--- src/hdl/brle_pkg.sv ---
// ----------------------------------------------------------------------------
// brle_pkg
// Shared types and constants of the byte run-length encoder.
// ----------------------------------------------------------------------------
package brle_pkg;

    localparam int RUN_LEN_W   = 16;
    localparam int BYTE_W      = 8;
    localparam int QUEUE_DEPTH = 4;
    localparam int PTR_W       = 2;
    localparam int LVL_W       = 3;

    // serializer phase codes
    localparam logic [1:0] PH_LO  = 2'd0;
    localparam logic [1:0] PH_HI  = 2'd1;
    localparam logic [1:0] PH_VAL = 2'd2;

    typedef struct packed {
        logic [BYTE_W-1:0] data_byte;
        logic              is_final;
    } in_item_t;

    typedef struct packed {
        logic [BYTE_W-1:0] coded_byte;
        logic              stream_end;
    } out_item_t;

    typedef struct packed {
        logic [RUN_LEN_W-1:0] run_count;
        logic [BYTE_W-1:0]    run_value;
        logic                 last;
    } run_cmd_t;

    typedef struct packed {
        logic     valid_a;
        logic     valid_b;
        run_cmd_t cmd_a;
        run_cmd_t cmd_b;
    } queue_wr_t;

endpackage

--- src/hdl/brle_front.sv ---
// ----------------------------------------------------------------------------
// brle_front
// Tracks the open run and issues up to two run commands per request.
// ----------------------------------------------------------------------------
module brle_front #(
    parameter int unsigned MAX_RUN = 65535
) (
    input  logic                clk,
    input  logic                rst_n,
    input  logic                accept,
    input  brle_pkg::in_item_t  item,
    output brle_pkg::queue_wr_t wr
);

    localparam logic [brle_pkg::RUN_LEN_W-1:0] MAX_RUN_L = brle_pkg::RUN_LEN_W'(MAX_RUN);

    logic [brle_pkg::BYTE_W-1:0]    val_reg, val_next;
    logic [brle_pkg::RUN_LEN_W-1:0] len_reg, len_next;
    logic [brle_pkg::BYTE_W-1:0]    new_val;
    logic [brle_pkg::RUN_LEN_W-1:0] new_len;
    logic                           has_run;
    logic                           differs;
    logic                           close_b;

    always_comb
    begin
        has_run = (len_reg != '0);
        differs = (item.data_byte != val_reg);
        if (!has_run || differs)
        begin
            new_val = item.data_byte;
            new_len = brle_pkg::RUN_LEN_W'(1);
        end
        else
        begin
            new_val = val_reg;
            new_len = len_reg + brle_pkg::RUN_LEN_W'(1);
        end
        close_b = (new_len >= MAX_RUN_L) || item.is_final;

        wr.valid_a         = accept && has_run && differs;
        wr.valid_b         = accept && close_b;
        wr.cmd_a.run_count = len_reg;
        wr.cmd_a.run_value = val_reg;
        wr.cmd_a.last      = 1'b0;
        wr.cmd_b.run_count = new_len;
        wr.cmd_b.run_value = new_val;
        wr.cmd_b.last      = item.is_final;

        val_next = val_reg;
        len_next = len_reg;
        if (accept)
        begin
            val_next = new_val;
            len_next = close_b ? '0 : new_len;
        end
    end

    always_ff @(posedge clk or negedge rst_n)
    begin
        if (!rst_n)
        begin
            val_reg <= '0;
            len_reg <= '0;
        end
        else
        begin
            val_reg <= val_next;
            len_reg <= len_next;
        end
    end

endmodule

--- src/hdl/brle_queue.sv ---
// ----------------------------------------------------------------------------
// brle_queue
// Four-entry command queue; two writes and one read per cycle.
// ----------------------------------------------------------------------------
module brle_queue (
    input  logic                          clk,
    input  logic                          rst_n,
    input  brle_pkg::queue_wr_t           wr,
    input  logic                          rd_en,
    output brle_pkg::run_cmd_t            rd_cmd,
    output logic [brle_pkg::LVL_W-1:0]    level
);

    brle_pkg::run_cmd_t              slot_reg [brle_pkg::QUEUE_DEPTH];
    logic [brle_pkg::PTR_W-1:0]      wr_ptr_reg, wr_ptr_next;
    logic [brle_pkg::PTR_W-1:0]      rd_ptr_reg, rd_ptr_next;
    logic [brle_pkg::LVL_W-1:0]      count_reg, count_next;
    logic [brle_pkg::PTR_W-1:0]      idx_b;

    always_comb
    begin
        idx_b       = wr_ptr_reg + brle_pkg::PTR_W'(wr.valid_a);
        wr_ptr_next = wr_ptr_reg + brle_pkg::PTR_W'(wr.valid_a)
                      + brle_pkg::PTR_W'(wr.valid_b);
        rd_ptr_next = rd_ptr_reg + brle_pkg::PTR_W'(rd_en);
        count_next  = count_reg + brle_pkg::LVL_W'(wr.valid_a)
                      + brle_pkg::LVL_W'(wr.valid_b) - brle_pkg::LVL_W'(rd_en);
    end

    always_ff @(posedge clk)
    begin
        if (wr.valid_a)
        begin
            slot_reg[wr_ptr_reg] <= wr.cmd_a;
        end
        if (wr.valid_b)
        begin
            slot_reg[idx_b] <= wr.cmd_b;
        end
    end

    always_ff @(posedge clk or negedge rst_n)
    begin
        if (!rst_n)
        begin
            wr_ptr_reg <= '0;
            rd_ptr_reg <= '0;
            count_reg  <= '0;
        end
        else
        begin
            wr_ptr_reg <= wr_ptr_next;
            rd_ptr_reg <= rd_ptr_next;
            count_reg  <= count_next;
        end
    end

    assign rd_cmd = slot_reg[rd_ptr_reg];
    assign level  = count_reg;

endmodule

--- src/hdl/brle_back.sv ---
// ----------------------------------------------------------------------------
// brle_back
// Serializes each run command into count low, count high and value bytes.
// ----------------------------------------------------------------------------
module brle_back (
    input  logic                  clk,
    input  logic                  rst_n,
    input  brle_pkg::run_cmd_t    q_cmd,
    input  logic                  q_not_empty,
    output logic                  q_rd_en,
    input  logic                  pop,
    output logic                  empty,
    output brle_pkg::out_item_t   result
);

    brle_pkg::run_cmd_t cmd_reg;
    logic [1:0]         phase_reg, phase_next;
    logic               busy_reg, busy_next;
    logic               load;

    always_comb
    begin
        load       = q_not_empty && (!busy_reg || (pop && phase_reg == brle_pkg::PH_VAL));
        busy_next  = busy_reg;
        phase_next = phase_reg;
        if (load)
        begin
            busy_next  = 1'b1;
            phase_next = brle_pkg::PH_LO;
        end
        else if (pop && busy_reg)
        begin
            unique case (phase_reg)
                brle_pkg::PH_LO:  phase_next = brle_pkg::PH_HI;
                brle_pkg::PH_HI:  phase_next = brle_pkg::PH_VAL;
                default:          busy_next  = 1'b0;
            endcase
        end
    end

    always_comb
    begin
        result.stream_end = 1'b0;
        unique case (phase_reg)
            brle_pkg::PH_LO:  result.coded_byte = cmd_reg.run_count[7:0];
            brle_pkg::PH_HI:  result.coded_byte = cmd_reg.run_count[15:8];
            default:
            begin
                result.coded_byte = cmd_reg.run_value;
                result.stream_end = cmd_reg.last;
            end
        endcase
    end

    always_ff @(posedge clk)
    begin
        if (load)
        begin
            cmd_reg <= q_cmd;
        end
    end

    always_ff @(posedge clk or negedge rst_n)
    begin
        if (!rst_n)
        begin
            busy_reg  <= 1'b0;
            phase_reg <= brle_pkg::PH_LO;
        end
        else
        begin
            busy_reg  <= busy_next;
            phase_reg <= phase_next;
        end
    end

    assign q_rd_en = load;
    assign empty   = !busy_reg;

endmodule

--- src/hdl/byte_run_length_encoder_unit.sv ---
// ----------------------------------------------------------------------------
// byte_run_length_encoder_unit
// Byte run-length encoder with 16-bit little-endian run counts.
// ----------------------------------------------------------------------------
// The front updates the open run on each accepted request and posts up
// to two run commands into a four-entry queue; full rises while fewer than
// two slots are free. The back turns each run into three result bytes, one
// per cycle while pop is high, so a stream of distinct bytes is bounded by
// the single-byte result port of the serializer.
module byte_run_length_encoder_unit #(
    parameter int unsigned MAX_RUN = 65535
) (
    input  logic                 clk,
    input  logic                 rst_n,
    input  logic                 push,
    output logic                 full,
    input  brle_pkg::in_item_t   item,
    output logic                 empty,
    input  logic                 pop,
    output brle_pkg::out_item_t  result
);

    brle_pkg::queue_wr_t          q_wr;
    brle_pkg::run_cmd_t           q_cmd;
    logic [brle_pkg::LVL_W-1:0]   q_level;
    logic                         q_rd_en;
    logic                         accept;

    assign full   = (q_level > brle_pkg::LVL_W'(brle_pkg::QUEUE_DEPTH - 2));
    assign accept = push && !full;

    brle_front #(
        .MAX_RUN (MAX_RUN)
    ) u_front (
        .clk    (clk),
        .rst_n  (rst_n),
        .accept (accept),
        .item   (item),
        .wr     (q_wr)
    );

    brle_queue u_queue (
        .clk    (clk),
        .rst_n  (rst_n),
        .wr     (q_wr),
        .rd_en  (q_rd_en),
        .rd_cmd (q_cmd),
        .level  (q_level)
    );

    brle_back u_back (
        .clk         (clk),
        .rst_n       (rst_n),
        .q_cmd       (q_cmd),
        .q_not_empty (q_level != '0),
        .q_rd_en     (q_rd_en),
        .pop         (pop),
        .empty       (empty),
        .result      (result)
    );

    a_level_bound: assert property (@(posedge clk) disable iff (!rst_n)
        q_level <= brle_pkg::LVL_W'(brle_pkg::QUEUE_DEPTH))
        else $error("command queue overflow");

    a_final_posts: assert property (@(posedge clk) disable iff (!rst_n)
        (accept && item.is_final) |=> (q_level != '0 || !empty))
        else $error("final request posted no run");

    a_no_read_empty: assert property (@(posedge clk) disable iff (!rst_n)
        (q_level == '0) |-> !q_rd_en)
        else $error("read from empty command queue");

endmodule

--- config.mk ---
export PLATFORM = sky130hd
export DESIGN_NAME = byte_run_length_encoder_unit
export DESIGN_NICKNAME = d
export VERILOG_FILES = /design/src/hdl/brle_pkg.sv /design/src/hdl/brle_front.sv /design/src/hdl/brle_queue.sv /design/src/hdl/brle_back.sv /design/src/hdl/byte_run_length_encoder_unit.sv
export SDC_FILE = /design/constraint.sdc
export NUM_CORES = 1
export LEC_CHECK = 0
export ABC_AREA = 1
export BUFFER_PORTS_ARGS = -buffer_cell sky130_fd_sc_hd__clkbuf_2
export CELL_PAD_IN_SITES_DETAIL_PLACEMENT = 1
export CELL_PAD_IN_SITES_GLOBAL_PLACEMENT = 2
export CORE_ASPECT_RATIO = 1.4
export CORE_MARGIN = 10
export CORE_UTILIZATION = 30
export CTS_CLUSTER_SIZE = 8
export DETAILED_ROUTE_END_ITERATION = 16
export PLACE_DENSITY = 0.71
export SYNTH_ARGS = -nofsm -noshare
export SYNTH_HDL_FRONTEND = slang
export SYNTH_SLANG_ARGS = --single-unit
--- constraint.sdc ---
create_clock -name clk -period 4.2 [get_ports clk]
set_input_delay 0.42 -clock clk [delete_from_list [all_inputs] [get_ports clk]]
set_output_delay 0.42 -clock clk [all_outputs]
set_load 0.02 [all_outputs]
== After elaboration in Yosys (flattened, before gate mapping) ==
Memory sizes are Yosys's and may differ from the RTL's. A register that Yosys moved wholly into a read port is not among the register bits.
Cells that the tools add are included.
Word-level totals
  register bits after elaboration: 34
  RAM bits: 100
  input port bits: 13
  logic and storage cells: 57
  memories: 1
Memories
  u_queue.slot_reg: depth 4, width 25, rd ports 1, clocked after Yosys merged registers in 1, write ports 2, RTL line brle_queue.sv:14  | brle_pkg::run_cmd_t slot_reg [brle_pkg::QUEUE_DEPTH];
Operators by class
  $add $sub $neg: 7
  order comparisons: 2
  equal/unequal tests: 4
  muxes and demuxes: 15
  reduce and logical (&&, ||, !) cells: 21
Operators by type and width (count)
  16-bit 2-to-1 mux: 2
  16-bit by 1-bit adder with 16-bit output, second input constant: 1
  16-bit >= comparator, second input constant: 1
  8-bit case mux with 2 select lines: 1
  16-bit nonzero test: 1
  1-bit 2-to-1 mux: 8
  8-bit 2-to-1 mux: 1
  8-bit != test: 1
  1-bit logical AND: 7
  2-bit by 1-bit adder with 2-bit output: 3
  3-bit by 1-bit adder with 3-bit output: 2
  3-bit nonzero test: 2
  2-bit 2-to-1 mux: 2
  2-bit case mux with 2 select lines: 1
  2-bit AND reduction: 2
  3-bit by 2-bit greater-than comparator with 1-bit output, second input constant: 1
  1-bit logical NOT: 3
  1-bit logical OR: 3
  3-bit by 1-bit subtractor with 3-bit output: 1
  2-bit by 1-bit equality test with 1-bit output, second input constant: 1
  2-bit equality test, second input constant: 1
  2-bit logical NOT: 1
  2-bit by 1-bit != test with 1-bit output, second input constant: 1
  2-bit nonzero test: 1
  2-bit OR reduction: 1

== Longest topological paths before layout ==
  word-level depth: 9
  mapped depth: 17
  depth with buffers taken out: 16

== Modules after synthesis ==
Synthesis repeated with hierarchy kept, for this count alone.
Unflattened totals
  cells, all modules: 1063
  area total of the unflattened synthesis: 8943.6 um2
Modules (own cells, without submodules)
  brle_queue: times used 1, cells each 671, area each 5940.7 um2, sequential area each 3178.0 um2
  brle_front: times used 1, cells each 298, area each 1895.6 um2, sequential area each 600.6 um2
  brle_back: times used 1, cells each 87, area each 1076.0 um2, sequential area each 825.8 um2
  byte_run_length_encoder_unit: times used 1, cells each 7, area each 31.3 um2, sequential area each 0.0 um2

== Least setup slack after synthesis ==
No wires, ideal clock.
  path type: reg2reg
  start: reg u_front.len_reg[0] (netlist name)
  end: mem u_queue.slot_reg[1][0] (netlist name) (enable)
  library setup time: 0.442 ns
  arrival: 3.282 ns
  required time: 3.758 ns
  path slack: 0.476 ns
  cell stages (with the launch flop): 17
  path buffers: 1
  clock period less this slack: 3.724 ns
  cells stage by stage: dfrtp_1 > inv_1 > ha_1 > nand3_1 > nor2_1 > nand2_1 > inv_1 > nor2_1 > nand2_1 > inv_1 > ha_1 > xnor2_1 > inv_1 > nor2_1 > nand3_4 > buf_2 > o21ai_0
RTL lines
  start, declared: RTL line brle_front.sv:18  | logic [brle_pkg::RUN_LEN_W-1:0] len_reg, len_next;
  start signal, assigned: RTL line brle_front.sv:69  | len_reg <= len_next;
  end, declared: RTL line brle_queue.sv:14

== Worst setup path after layout ==
  start: reg u_front.len_reg[0] (netlist name)
  end: reg u_queue.count_reg (netlist bit u_queue.level[1])
On the way
  cells in the longest elaborated chain, start to end: 9
  elaborated cells on any way between the ends: 13
  classes of those cells: add/sub (4); order compare (1); mux (1); reduce/logical (7)
RTL lines
  branches (longest 7 deep; another with 16-bit by 1-bit adder with 16-bit output)
  3-bit by 1-bit adder with 3-bit output *: RTL line brle_queue.sv:27  | + brle_pkg::LVL_W'(wr.valid_b) - brle_pkg::LVL_W'(rd_en);
  3-bit by 1-bit subtractor with 3-bit output *: RTL line brle_queue.sv:27
  net u_queue.count_next, one bit: RTL line brle_queue.sv:17  | logic [brle_pkg::LVL_W-1:0] count_reg, count_next;
  end signal, assigned: RTL line brle_queue.sv:54  | count_reg <= count_next;
  end, declared: RTL line brle_queue.sv:17
Mark *: on every way through the listed nets, which the timed path passes.
A chain may end at the register's enable or synchronous reset.

==> impl_metrics.toml <==
[floorplanning]
start_util = 0.3023
ioPinCount = 24
rows = 73
die_h_um = 219.5
die-area_um2 = 35680
dieWidth_um = 162.5
core-area_um2 = 28220

[worst_setup_path]
cp.arrival_ns = 3.88
required_ns = 4.50
reg2reg_slack_ns = 0.62
crit_path_max_fanout = 37
worst_setup_path_start_kind = "flop"
crit_type = "reg -> reg"
ff2ff_path_depth = 15
critPathCaptureType = "flop"

[synthesis]
synthArstFlopShare = 0.2138
synthesis.instances = 964
synth_flop_cell = "edfxtp_1"
synth_edf_count = 125
syn_area_per_cell_um2 = 8.851
synth_warnings = 0
seq_area_frac_synth = 0.5397
synth-xor-area-share = 0.01540
synth_compound_area_frac = 0.06585
synth_top_family_by_area = "simple AND/OR/NAND/NOR gates"
synthAdderAreaFrac = 0.01496
synth.net_count = 986
synth-simple-area-share = 0.2952
yosysUniqueCellTypes = 30
synth-seq-cells = 159
syn_area_um2 = 8532
muxShareOfSynthArea = 0

[timing]
setup_viol = 0
fmax_mhz = 279.6
period_share = 0.8517
period_needed_ns = 3.577
final.setup.tns_ns = 0
rsz0062_at_grt = "no"
final_max_slew_viol_count = 0
skew_ns = 0.01200
hold_viol_final = 0
relSlewSlack = 0.2991
worstMarginPinSlew_ns = 1.051
whs_ns = 0.1597

[detailed_routing]
vias_per_cell = 5.035
avgRoutedWirePerCell_um = 20.43
drt-total-wl_um = 27550
vias = 6787
first_pass_iters = 6
drt_iter0_drc = 363
ant_nets = 0
post-route-drc-count = 0

[cells_and_area]
diodes = 0
fin_nets = 982
final_area_um2 = 9592
largest_reg_flops = 100
final_common_cell = "nand2_1"
layout-drive-gt1-share = 0.1161
final_cell_mix = "nand2_1 (305), edfxtp_1 (125), nand4_1 (101)"
area_growth_pct = 12.42

[flow_run]
max_cap_violations = 0

[cts]
clk_latency_ns = 0.44
htree_num_levels = 4
cts_setup_buffers = 0
cts.sinks = 159
root_buffer = "clkbuf_16"
cts_hold_buf = 0
cts_tree = "built"
cts_resized = 0
clkSlewWorstSetupHoldPaths_ns = 0.07
clk_path_buf_depth = 2
numCtsBuffers = 17

[place]
dpl_cell_area_um2 = 8971
io_buffers = 23
dp.final_hpwl_um = 18790
gp_congestion = 0.7560

[run_status]
status = "finished, final reports clean"

[global_routing]
antenna_found_initial = 0
grt_usage = 0.1578
grt_pass1_wl_um = 42700
grt_max_degree = 52
overflow = 0
grt_pass1_vias = 7147

[power_and_ir_drop]
leakagePower_nw = 3.882
ir_drop_uv = 342.1
power_density_nw_per_um2 = 691.4

[hold_path]
hold_path.class = "in -> async"
==> synthesized netlist by cell type, types with 5 or more instances <==
cell type	number	area (µm²)
nor2_4	5	56.30
o22ai_1	37	231.5
nand3_4	5	87.58
o21ai_0	64	320.3
xnor2_1	7	61.31
nor2_2	7	43.79
dfrtp_1	34	850.8
xor2_1	8	70.07
ha_1	7	87.58
clkbuf_1	33	123.9
buf_2	19	95.09
nand2_2	5	31.28
inv_2	7	26.28
edfxtp_1	125	3754
nand2_1	305	1145
nand3_1	27	135.1
nand4_1	101	631.9
inv_1	53	198.9
buf_1	7	26.28
nor2_1	86	322.8
buf_6	8	90.09
==> final timing paths <==
kind                                    start                   to
max in group asynchronous               rst_n  u_front.len_reg[12]
setup / recovery           u_front.len_reg[0]     u_queue.level[1]
hold reg to reg               u_back.busy_reg      u_back.busy_reg
setup reg to reg           u_front.len_reg[0]     u_queue.level[1]
min in group clk                      item[3]   u_front.val_reg[2]
hold / removal                          rst_n   u_front.val_reg[6]
==> power breakdown <==
part / internal, mW / total (mW) / switching (mW)
Sequential: 2.24 / 2.46 / 0.215
Combinational: 0.635 / 2.53 / 1.89
Clock: 1.04 / 1.65 / 0.610
Total: 3.92 / 6.63 / 2.72
==> cell families (layout without fill, tap and decap cells) <==
kind of cell	count (synthesis)	count (layout)
buf+inv	129	138
fa+ha+maj	9	9
flops	159	159
xor+xnor	15	15
simple gates	549	549
compound gates	103	103
==> worst max-delay path: stages (launching register included) <==
cell,delay [ns]
dfrtp_1,0.52
inv_1,0.14
ha_1,0.22
nand3_1,0.11
nor2_1,0.05
nand2_1,0.15
nand3_4,0.27
nor2_4,0.26
nand2_2,0.07
nor2_2,0.13
nand3_2,0.12
nand2_4,0.36
nand2_1,0.17
fa_1,0.39
inv_1,0.08
fa_1,0.41
==> routing by layer <==
metal | track usage | vias to the layer above | wire [µm]
met2 | 0.2852 | 109 | 14610
met3 | 0.02260 | 33 | 902
met4 | 0.06170 | 0 | 639
met1 | 0.1833 | 3346 | 11400
li1 | - | 3299 | -
met5 | 0 | - | 0
==> layout make-up <==
cell class | instances | area, µm²
inverters | 60 | 227.7
clock buffers | 25 | 485.5
well taps | 375 | 469.2
flip-flops and latches | 159 | 4604
clock inverters | 7 | 135.1
fillers | 3235 | 18630
multi-input cells | 676 | 3357
repair buffers | 46 | 312.8
==> per-stage QoR <==
step,cells,power [mW],util,setup slack (ns)
after floorplan,964,4.007,-,0.4757
after global placement,1316,5.000,0.3179,0.6935
after detailed placement,1316,5.059,0.3179,0.6347
after CTS,1348,6.714,0.3399,0.6168
after global routing,1348,7.052,0.3399,0.4054
final,1348,6.632,0.3399,0.6230
Note: power is estimated with default switching activity, not from simulation.
